[config.mk]
export PLATFORM = sky130hd
export DESIGN_NAME = unsigned_to_ascii_radix_unit
export DESIGN_NICKNAME = d
export VERILOG_FILES = /design/src/rtl/u2a_pkg.sv /design/src/rtl/u2a_front.sv /design/src/rtl/u2a_back.sv /design/src/rtl/u2a_outq.sv /design/src/rtl/unsigned_to_ascii_radix_unit.sv
export VERILOG_INCLUDE_DIRS = /design/src /design/src/rtl
export SDC_FILE = /design/constraint.sdc
export NUM_CORES = 1
export LEC_CHECK = 0
export CAP_MARGIN = 30
export CORE_MARGIN = 4
export CORE_UTILIZATION = 30
export DETAILED_ROUTE_END_ITERATION = 6
export DONT_BUFFER_PORTS = 1
export PLACE_DENSITY = 0.5
export SYNTH_ARGS = -nofsm -noshare
export SYNTH_HDL_FRONTEND = slang
export SYNTH_SLANG_ARGS = --single-unit
[constraint.sdc]
create_clock -name i_clk -period 8.7 [get_ports i_clk]
set_input_delay 0.87 -clock i_clk [delete_from_list [all_inputs] [get_ports i_clk]]
set_output_delay 0.87 -clock i_clk [all_outputs]
set_load 0.05 [all_outputs]
[src/rtl/assert_macros.svh]
// assertion helpers shared by the rtl files
`ifndef ASSERT_MACROS_SVH
`define ASSERT_MACROS_SVH

// property checked on every rising clock edge, off while reset is held
`define ASSERT_CLK(label, prop, msg) \
    label: assert property (@(posedge i_clk) disable iff (!i_rst_n) (prop)) else $error(msg);

// property that also holds while reset is held
`define ASSERT_ALWAYS(label, prop, msg) \
    label: assert property (@(posedge i_clk) (prop)) else $error(msg);

`endif

[src/rtl/u2a_pkg.sv]
package u2a_pkg;

    localparam int VAL_W        = 64;
    localparam int ADDR_BITS    = 64;
    localparam int NUM_BITS     = 32;

    // floor(NUM_BITS * log10(2)) + 1 decimal digits cover the widest number
    localparam int DEC_DIGITS   = ((NUM_BITS * 1233) >> 12) + 1;
    localparam int BCD_W        = 4 * DEC_DIGITS;
    localparam int HEX_NIBBLES  = (NUM_BITS + 3) / 4;
    localparam int ADDR_NIBBLES = (ADDR_BITS + 3) / 4;
    localparam int WORK_W       = (BCD_W > VAL_W) ? BCD_W : VAL_W;
    localparam int MAX_DIGITS   = (DEC_DIGITS > ADDR_NIBBLES) ? DEC_DIGITS : ADDR_NIBBLES;
    localparam int CNT_W        = $clog2(MAX_DIGITS + 1);
    localparam int BIT_CNT_W    = $clog2(NUM_BITS);

    localparam logic [VAL_W-1:0] ADDR_MASK = {VAL_W{1'b1}} >> (VAL_W - ADDR_BITS);
    localparam logic [VAL_W-1:0] NUM_MASK  = {VAL_W{1'b1}} >> (VAL_W - NUM_BITS);

    localparam logic [1:0] CMD_DEC    = 2'd0;
    localparam logic [1:0] CMD_HEX_LO = 2'd1;
    localparam logic [1:0] CMD_HEX_UP = 2'd2;
    localparam logic [1:0] CMD_ADDR   = 2'd3;

    localparam logic [6:0] CH_ZERO  = 7'h30;
    localparam logic [6:0] CH_LOW_A = 7'h61;
    localparam logic [6:0] CH_UP_A  = 7'h41;
    localparam logic [6:0] CH_X     = 7'h78;

    typedef struct packed {
        logic [1:0]       cmd;
        logic [VAL_W-1:0] value;
    } t_item;

    typedef struct packed {
        logic [6:0] character;
        logic       last;
    } t_char;

    function automatic logic [6:0] hex_char(input logic [3:0] nib, input logic upper);
        logic [6:0] base;
        if (nib < 4'd10) begin
            return CH_ZERO + 7'(nib);
        end
        base = upper ? CH_UP_A : CH_LOW_A;
        return base + 7'(nib) - 7'd10;
    endfunction

endpackage

[src/rtl/u2a_front.sv]
`include "assert_macros.svh"

module u2a_front
    import u2a_pkg::*;
(
    input  logic       i_clk,
    input  logic       i_rst_n,
    input  logic       push,
    output logic       full,
    input  logic [1:0] i_command,
    input  logic [63:0] i_value,
    output logic       o_item_valid,
    output t_item      o_item,
    input  logic       i_take
);

    t_item       r_q [2];
    logic        r_wr;
    logic        r_rd;
    logic [1:0]  r_count;
    logic        n_wr;
    logic        n_rd;
    logic [1:0]  n_count;
    logic        w_in;
    logic        w_out;
    t_item       w_item;

    assign full         = (r_count == 2'd2);
    assign o_item_valid = (r_count != 2'd0);
    assign o_item       = r_q[r_rd];
    assign w_in         = push && !full;
    assign w_out        = i_take && o_item_valid;

    // mask to the width that the mode prints
    always_comb begin
        w_item.cmd   = i_command;
        w_item.value = (i_command == CMD_ADDR) ? (i_value & ADDR_MASK) : (i_value & NUM_MASK);
    end

    always_comb begin
        n_wr    = w_in ? ~r_wr : r_wr;
        n_rd    = w_out ? ~r_rd : r_rd;
        n_count = r_count + 2'(w_in) - 2'(w_out);
    end

    always_ff @(posedge i_clk) begin
        if (!i_rst_n) begin
            r_wr    <= 1'b0;
            r_rd    <= 1'b0;
            r_count <= 2'd0;
        end else begin
            r_wr    <= n_wr;
            r_rd    <= n_rd;
            r_count <= n_count;
        end
    end

    always_ff @(posedge i_clk) begin
        if (w_in) begin
            r_q[r_wr] <= w_item;
        end
    end

    `ASSERT_ALWAYS(ast_front_count, !i_rst_n || r_count != 2'd3, "front queue count out of range")
    `ASSERT_CLK(ast_front_take, i_take |-> o_item_valid, "item taken from empty front queue")

endmodule

[src/rtl/u2a_back.sv]
`include "assert_macros.svh"

module u2a_back
    import u2a_pkg::*;
(
    input  logic  i_clk,
    input  logic  i_rst_n,
    input  logic  i_item_valid,
    input  t_item i_item,
    output logic  o_take,
    input  logic  i_oq_full,
    output logic  o_push,
    output t_char o_char
);

    localparam logic [2:0] ST_IDLE   = 3'd0;
    localparam logic [2:0] ST_DABBLE = 3'd1;
    localparam logic [2:0] ST_PRE0   = 3'd2;
    localparam logic [2:0] ST_PRE1   = 3'd3;
    localparam logic [2:0] ST_SKIP   = 3'd4;
    localparam logic [2:0] ST_EMIT   = 3'd5;

    logic [2:0]           r_state;
    logic [2:0]           n_state;
    logic [1:0]           r_mode;
    logic [1:0]           n_mode;
    logic [WORK_W-1:0]    r_work;
    logic [WORK_W-1:0]    n_work;
    logic [NUM_BITS-1:0]  r_bin;
    logic [NUM_BITS-1:0]  n_bin;
    logic [BCD_W-1:0]     r_bcd;
    logic [BCD_W-1:0]     n_bcd;
    logic [CNT_W-1:0]     r_cnt;
    logic [CNT_W-1:0]     n_cnt;
    logic [BIT_CNT_W-1:0] r_bit_cnt;
    logic [BIT_CNT_W-1:0] n_bit_cnt;
    logic [BCD_W-1:0]     w_adj;
    logic [3:0]           w_top;

    assign w_top = r_work[WORK_W-1 -: 4];

    // add-3 correction of every bcd digit before the shift
    always_comb begin
        logic [3:0] d;
        for (int k = 0; k < DEC_DIGITS; k++) begin
            d = r_bcd[4*k +: 4];
            w_adj[4*k +: 4] = (d >= 4'd5) ? d + 4'd3 : d;
        end
    end

    always_comb begin
        n_state   = r_state;
        n_mode    = r_mode;
        n_work    = r_work;
        n_bin     = r_bin;
        n_bcd     = r_bcd;
        n_cnt     = r_cnt;
        n_bit_cnt = r_bit_cnt;
        o_take    = 1'b0;
        o_push    = 1'b0;
        o_char.character = hex_char(w_top, r_mode == CMD_HEX_UP);
        o_char.last      = (r_cnt == CNT_W'(1));
        case (r_state)
            ST_IDLE: begin
                if (i_item_valid) begin
                    o_take = 1'b1;
                    n_mode = i_item.cmd;
                    case (i_item.cmd)
                        CMD_DEC: begin
                            n_bin     = i_item.value[NUM_BITS-1:0];
                            n_bcd     = '0;
                            n_bit_cnt = BIT_CNT_W'(NUM_BITS - 1);
                            n_state   = ST_DABBLE;
                        end
                        CMD_ADDR: begin
                            n_work  = WORK_W'(i_item.value[ADDR_BITS-1:0])
                                      << (WORK_W - 4 * ADDR_NIBBLES);
                            n_cnt   = CNT_W'(ADDR_NIBBLES);
                            n_state = ST_PRE0;
                        end
                        default: begin
                            n_work  = WORK_W'(i_item.value[NUM_BITS-1:0])
                                      << (WORK_W - 4 * HEX_NIBBLES);
                            n_cnt   = CNT_W'(HEX_NIBBLES);
                            n_state = ST_SKIP;
                        end
                    endcase
                end
            end
            ST_DABBLE: begin
                n_bcd = {w_adj[BCD_W-2:0], r_bin[NUM_BITS-1]};
                n_bin = {r_bin[NUM_BITS-2:0], 1'b0};
                n_bit_cnt = r_bit_cnt - BIT_CNT_W'(1);
                if (r_bit_cnt == '0) begin
                    n_work  = WORK_W'(n_bcd) << (WORK_W - BCD_W);
                    n_cnt   = CNT_W'(DEC_DIGITS);
                    n_state = ST_SKIP;
                end
            end
            ST_PRE0: begin
                o_char.character = CH_ZERO;
                o_char.last      = 1'b0;
                if (!i_oq_full) begin
                    o_push  = 1'b1;
                    n_state = ST_PRE1;
                end
            end
            ST_PRE1: begin
                o_char.character = CH_X;
                o_char.last      = 1'b0;
                if (!i_oq_full) begin
                    o_push  = 1'b1;
                    n_state = ST_SKIP;
                end
            end
            ST_SKIP: begin
                // drop leading zeros, keeping at least one digit
                if (r_cnt > CNT_W'(1) && w_top == 4'd0) begin
                    n_work = r_work << 4;
                    n_cnt  = r_cnt - CNT_W'(1);
                end else begin
                    n_state = ST_EMIT;
                end
            end
            ST_EMIT: begin
                if (!i_oq_full) begin
                    o_push = 1'b1;
                    n_work = r_work << 4;
                    n_cnt  = r_cnt - CNT_W'(1);
                    if (r_cnt == CNT_W'(1)) begin
                        n_state = ST_IDLE;
                    end
                end
            end
            default: begin
                n_state = ST_IDLE;
            end
        endcase
    end

    always_ff @(posedge i_clk) begin
        if (!i_rst_n) begin
            r_state <= ST_IDLE;
            r_cnt   <= '0;
        end else begin
            r_state <= n_state;
            r_cnt   <= n_cnt;
        end
    end

    always_ff @(posedge i_clk) begin
        r_mode    <= n_mode;
        r_work    <= n_work;
        r_bin     <= n_bin;
        r_bcd     <= n_bcd;
        r_bit_cnt <= n_bit_cnt;
    end

    `ASSERT_CLK(ast_emit_cnt, (r_state == ST_EMIT || r_state == ST_SKIP) |-> (r_cnt != '0),
        "digit count ran out while emitting")
    `ASSERT_CLK(ast_last_idle, (o_push && o_char.last) |=> (r_state == ST_IDLE),
        "last beat did not end the item")

endmodule

[src/rtl/u2a_outq.sv]
`include "assert_macros.svh"

module u2a_outq
    import u2a_pkg::*;
(
    input  logic  i_clk,
    input  logic  i_rst_n,
    input  logic  i_push,
    input  t_char i_char,
    output logic  o_full,
    output logic  empty,
    input  logic  pop,
    output t_char o_char
);

    t_char      r_q [2];
    logic       r_wr;
    logic       r_rd;
    logic [1:0] r_count;
    logic       w_in;
    logic       w_out;

    assign o_full = (r_count == 2'd2);
    assign empty  = (r_count == 2'd0);
    assign o_char = r_q[r_rd];
    assign w_in   = i_push && !o_full;
    assign w_out  = pop && !empty;

    always_ff @(posedge i_clk) begin
        if (!i_rst_n) begin
            r_wr    <= 1'b0;
            r_rd    <= 1'b0;
            r_count <= 2'd0;
        end else begin
            r_wr    <= w_in ? ~r_wr : r_wr;
            r_rd    <= w_out ? ~r_rd : r_rd;
            r_count <= r_count + 2'(w_in) - 2'(w_out);
        end
    end

    always_ff @(posedge i_clk) begin
        if (w_in) begin
            r_q[r_wr] <= i_char;
        end
    end

    `ASSERT_CLK(ast_outq_overflow, i_push |-> !o_full, "beat pushed into full result queue")

endmodule

[src/rtl/unsigned_to_ascii_radix_unit.sv]
// Converts one number per item to ASCII text, most significant digit first, without
// leading zeros, one character per result beat, with o_last on the final one. Commands:
// unsigned decimal, lowercase hex, uppercase hex (low 32 bits each) and address ("0x" then
// lowercase hex of all 64 bits). Items are worked one at a time by a conversion sequencer
// behind a two-entry input queue, and results leave through a two-entry result queue.
// With z skipped leading zero digits and d printed digits, a decimal item is taken, then
// converted by a double-dabble pass of one bit per cycle, then goes through the skip step
// and the emit step; a hex item goes from being taken straight to the skip step, and an
// address item first emits "0x". z + d is 10, 8 and 16 in decimal, hex and address mode,
// the skip and the emit steps running one digit per cycle when the result side does not stall.
module unsigned_to_ascii_radix_unit
    import u2a_pkg::*;
(
    input  logic        i_clk,
    input  logic        i_rst_n,
    input  logic        push,
    output logic        full,
    input  logic [1:0]  i_command,
    input  logic [63:0] i_value,
    output logic        empty,
    input  logic        pop,
    output logic [6:0]  o_character,
    output logic        o_last
);

    logic  w_item_valid;
    t_item w_item;
    logic  w_take;
    logic  w_oq_full;
    logic  w_push;
    t_char w_char;
    t_char w_out_char;

    u2a_front u_front (
        .i_clk        (i_clk),
        .i_rst_n      (i_rst_n),
        .push         (push),
        .full         (full),
        .i_command    (i_command),
        .i_value      (i_value),
        .o_item_valid (w_item_valid),
        .o_item       (w_item),
        .i_take       (w_take)
    );

    u2a_back u_back (
        .i_clk        (i_clk),
        .i_rst_n      (i_rst_n),
        .i_item_valid (w_item_valid),
        .i_item       (w_item),
        .o_take       (w_take),
        .i_oq_full    (w_oq_full),
        .o_push       (w_push),
        .o_char       (w_char)
    );

    u2a_outq u_outq (
        .i_clk   (i_clk),
        .i_rst_n (i_rst_n),
        .i_push  (w_push),
        .i_char  (w_char),
        .o_full  (w_oq_full),
        .empty   (empty),
        .pop     (pop),
        .o_char  (w_out_char)
    );

    assign o_character = w_out_char.character;
    assign o_last      = w_out_char.last;

endmodule
==> results.py <==
metrics = {
    "synth": {
        "synthAdderAreaFrac_pct": 3.09,
        "synth-simple-area-share_pct": 9.54,
        "synth_area_um2": 13400,
        "synth_top_family_by_area": "simple AND/OR/NAND/NOR gates",
        "netlist_instances": 998,
        "synth_xor_area_share_pct": 1.71,
        "synth_seq_cells": 309,
        "yosysUniqueCellTypes": 48,
        "async_flop_share_pct": 0,
        "ys_warn_count": 0,
        "ys.flop_type": "edfxtp_1",
        "synth-compound-area-share_pct": 9.32,
        "synth.net_count": 1101,
        "avgSynthCellArea_um2": 13.4,
        "synthMuxAreaShare_pct": 5.73,
        "synth_edf_count": 291,
        "synth-seq-area-share_pct": 68.1,
    },
    "timing": {
        "hold_violations": 0,
        "rsz0062_at_grt": "false",
        "tightest_slew_ps": 947,
        "fin_tns_setup_ps": 0,
        "relSlewSlack_pct": 36.6,
        "worst_clock_skew_ps": 16.0,
        "drv_slew": 0,
        "period_share_pct": 36.5,
        "fin_crit_ps": 3170,
        "setup-violations-final": 0,
        "fmaxAchievable_ghz": 0.315,
        "worst_slack_ps": 5530,
    },
    "floorplanning": {
        "die_area_um2": 47900,
        "core-area_um2": 44100,
        "die_x_um": 219,
        "rows": 77,
        "die_h_um": 219,
        "start_util_pct": 30.3,
        "io_pins": 80,
    },
    "detailed_routing": {
        "drc": 0,
        "wirelength_um": 29200,
        "wl_per_cell_um": 18.1,
        "via_per_inst": 4.79,
        "vias": 7705,
        "ant_nets": 0,
        "drt-initial-drc-count": 602,
        "drt-pass1-iter-count": 5,
    },
    "setup_path": {
        "crit_path_start_kind": "flip-flop",
        "r2r_end": "u_back.r_work[8]$_DFFE_PP_",
        "regToRegSetupSlack_ps": 5530,
        "crit_type": "reg2reg",
        "r2r_cells": 7,
        "cp-end-kind": "flip-flop",
        "cp.arrival_ps": 3370,
        "crit_fanout": 64,
        "cp.required_ps": 8890,
    },
    "clock_network": {
        "cts_tree": "built",
        "clk_pin_slew_ps": 60,
        "cts_sinks": 309,
        "cts_setup_buffers": 0,
        "clkLatencyLatePin_ps": 570,
        "htreeDepth": 1,
        "postCtsResizedCells": 0,
        "cts_buffers": 30,
        "cts_root_buf": "clkbuf_16",
        "cts_hold_buf": 0,
        "cts_buffer_depth": 3,
    },
    "final_layout": {
        "drive_gt1_share_pct": 7.67,
        "syn2layout_area_growth_pct": 12.6,
        "antennaDiodeCount": 0,
        "multi_input_area_um2": 3970,
        "seq_area_um2": 9100,
        "instances_no_fill": 1609,
        "nets": 1097,
        "most-common-layout-cells": "edfxtp_1, nor2_1, nand2_1",
        "final_cell_area_um2": 15000,
        "mostFrequentLayoutCell": "edfxtp_1",
        "nFillCells": 4377,
    },
    "grt": {
        "grt_first_pass_wirelength_um": 45200,
        "antenna_found_initial": 0,
        "use_met3_pct": 2.15,
        "grt_max_degree": 68,
        "grtUsageMet1_pct": 18.0,
        "grt_usage_pct": 12.1,
        "grt.busiest_layer": "met2",
        "grt_pass1_vias": 7456,
        "met2_usage_pct": 18.5,
        "grt_overflow": 0,
    },
    "placed_design": {
        "dp_cells": 1553,
        "port_buffers": 0,
        "placed_area_um2": 14100,
        "dp_hpwl_um": 19700,
        "gp_congestion": 0.755,
        "post-place-ws_ps": 5480,
    },
    "run": {
        "maxCapViolCount": 0,
    },
    "power": {
        "leakage_uw": 0.00529,
        "power_density_nw_per_um2": 350,
        "ir_worst_vdd_uv": 169,
        "p_total_uw": 5260,
    },
    "outcome": {
        "outcome": "complete, no violations",
    },
    "hold_path": {
        "worstHoldStart": "i_value[15]",
        "hold_depth": 0,
        "whs_endpoint": "u_front.r_q[1][15]$_DFFE_PP_",
        "hold_class": "in2reg",
    },
}
worst max-delay path by stage:
stage / cells past startpoint / slack [ps] / endpoint / from
after global routing: 7 / 5300 / u_back.r_work[48]$_DFFE_PP_ / flip-flop
after global placement: 7 / 5610 / u_back.r_work[34]$_DFFE_PP_ / flip-flop
after floorplan: 6 / 850 / u_back.r_bcd[0]$_SDFFCE_PN0P_ / flip-flop
final: 7 / 5530 / u_back.r_work[8]$_DFFE_PP_ / flip-flop
after detailed placement: 7 / 5480 / u_back.r_work[34]$_DFFE_PP_ / flip-flop
after CTS: 7 / 5490 / u_back.r_work[51]$_DFFE_PP_ / flip-flop
worst max-delay path, cell delays in order, from the launching register on:
cell,delay [ps]
dfxtp_4,640
mux2i_1,220
ha_1,260
nor4_1,310
o31ai_1,240
or2_2,400
inv_2,50
buf_4,630
power by group:
| part | internal, uW | total, uW | switching, uW |
|---|---|---|---|
| Sequential | 2270 | 2500 | 223 |
| Clock | 720 | 1260 | 537 |
| Combinational | 515 | 1510 | 993 |
| Total | 3510 | 5260 | 1750 |
cell families (layout without fill, tap and decap cells):
| kind of cell | after synthesis | in the layout |
|---|---|---|
| flip-flops | 309 | 309 |
| buffers and inverters | 87 | 106 |
| AND/OR/NAND/NOR | 272 | 272 |
| AO/OA/AOI/OAI | 197 | 197 |
| XOR/XNOR | 26 | 26 |
| adder cells (fa/ha/maj) | 33 | 33 |
| multiplexers | 74 | 74 |
routing by layer:
layer	wire length [um]	share of wire, %
met1	14000	48
met2	13300	45
met3	1400	4.8
met4	498	1.7
met5	0	0
cells in the mapped netlist, types with 3 or more instances:
cell type / n / area share [%]
xnor2_1: 16 / 1.0
nand2b_1: 15 / 0.70
a21oi_1: 61 / 2.3
nor2b_1: 13 / 0.61
mux2i_1: 63 / 4.7
buf_1: 9 / 0.25
nor4_1: 3 / 0.14
o21ai_0: 49 / 1.8
or3_1: 8 / 0.37
ha_1: 33 / 3.1
nor3_1: 16 / 0.60
and3_1: 35 / 1.6
clkbuf_1: 37 / 1.0
mux2_2: 10 / 0.84
xor2_1: 10 / 0.66
o22ai_1: 23 / 1.1
dfxtp_1: 18 / 2.7
nor2_1: 101 / 2.8
edfxtp_1: 291 / 65
inv_1: 39 / 1.1
and2_1: 6 / 0.28
a221o_1: 3 / 0.22
nand2_1: 67 / 1.9
a211o_1: 29 / 1.9
a211oi_1: 11 / 0.62
stage by stage:
step,hold slack (ps),utilization (%)
after detailed placement,479,31.9
final,394,34.1
after floorplan,448,-
after global routing,353,34.1
after global placement,484,31.8
after CTS,357,34.0
cell type report:
class                           instances  area share [%]
Multi-Input combinational cell        602            26.4
Inverter                               39           0.974
Timing Repair Buffer                   12           0.866
Tap cell                              592            4.93
Clock inverter                         18            1.12
Sequential cell                       309            60.6
Clock buffer                           37            5.17
sequential cells by signal (all words and copies together) (netlist names), named ones only:
name,cells
u_outq.r_wr,1
u_outq.r_rd,1
u_back.r_bcd,40
u_back.r_bit_cnt,5
u_back.r_state,3
u_front.r_q,132
u_outq.r_q,16
u_outq.r_count,2
u_front.r_count,2
u_front.r_wr,1
u_back.r_work,64
u_back.r_cnt,5
u_front.r_rd,1
u_back.r_mode,2
u_back.r_bin,32
No activity file was read; power rests on OpenSTA's default activity.
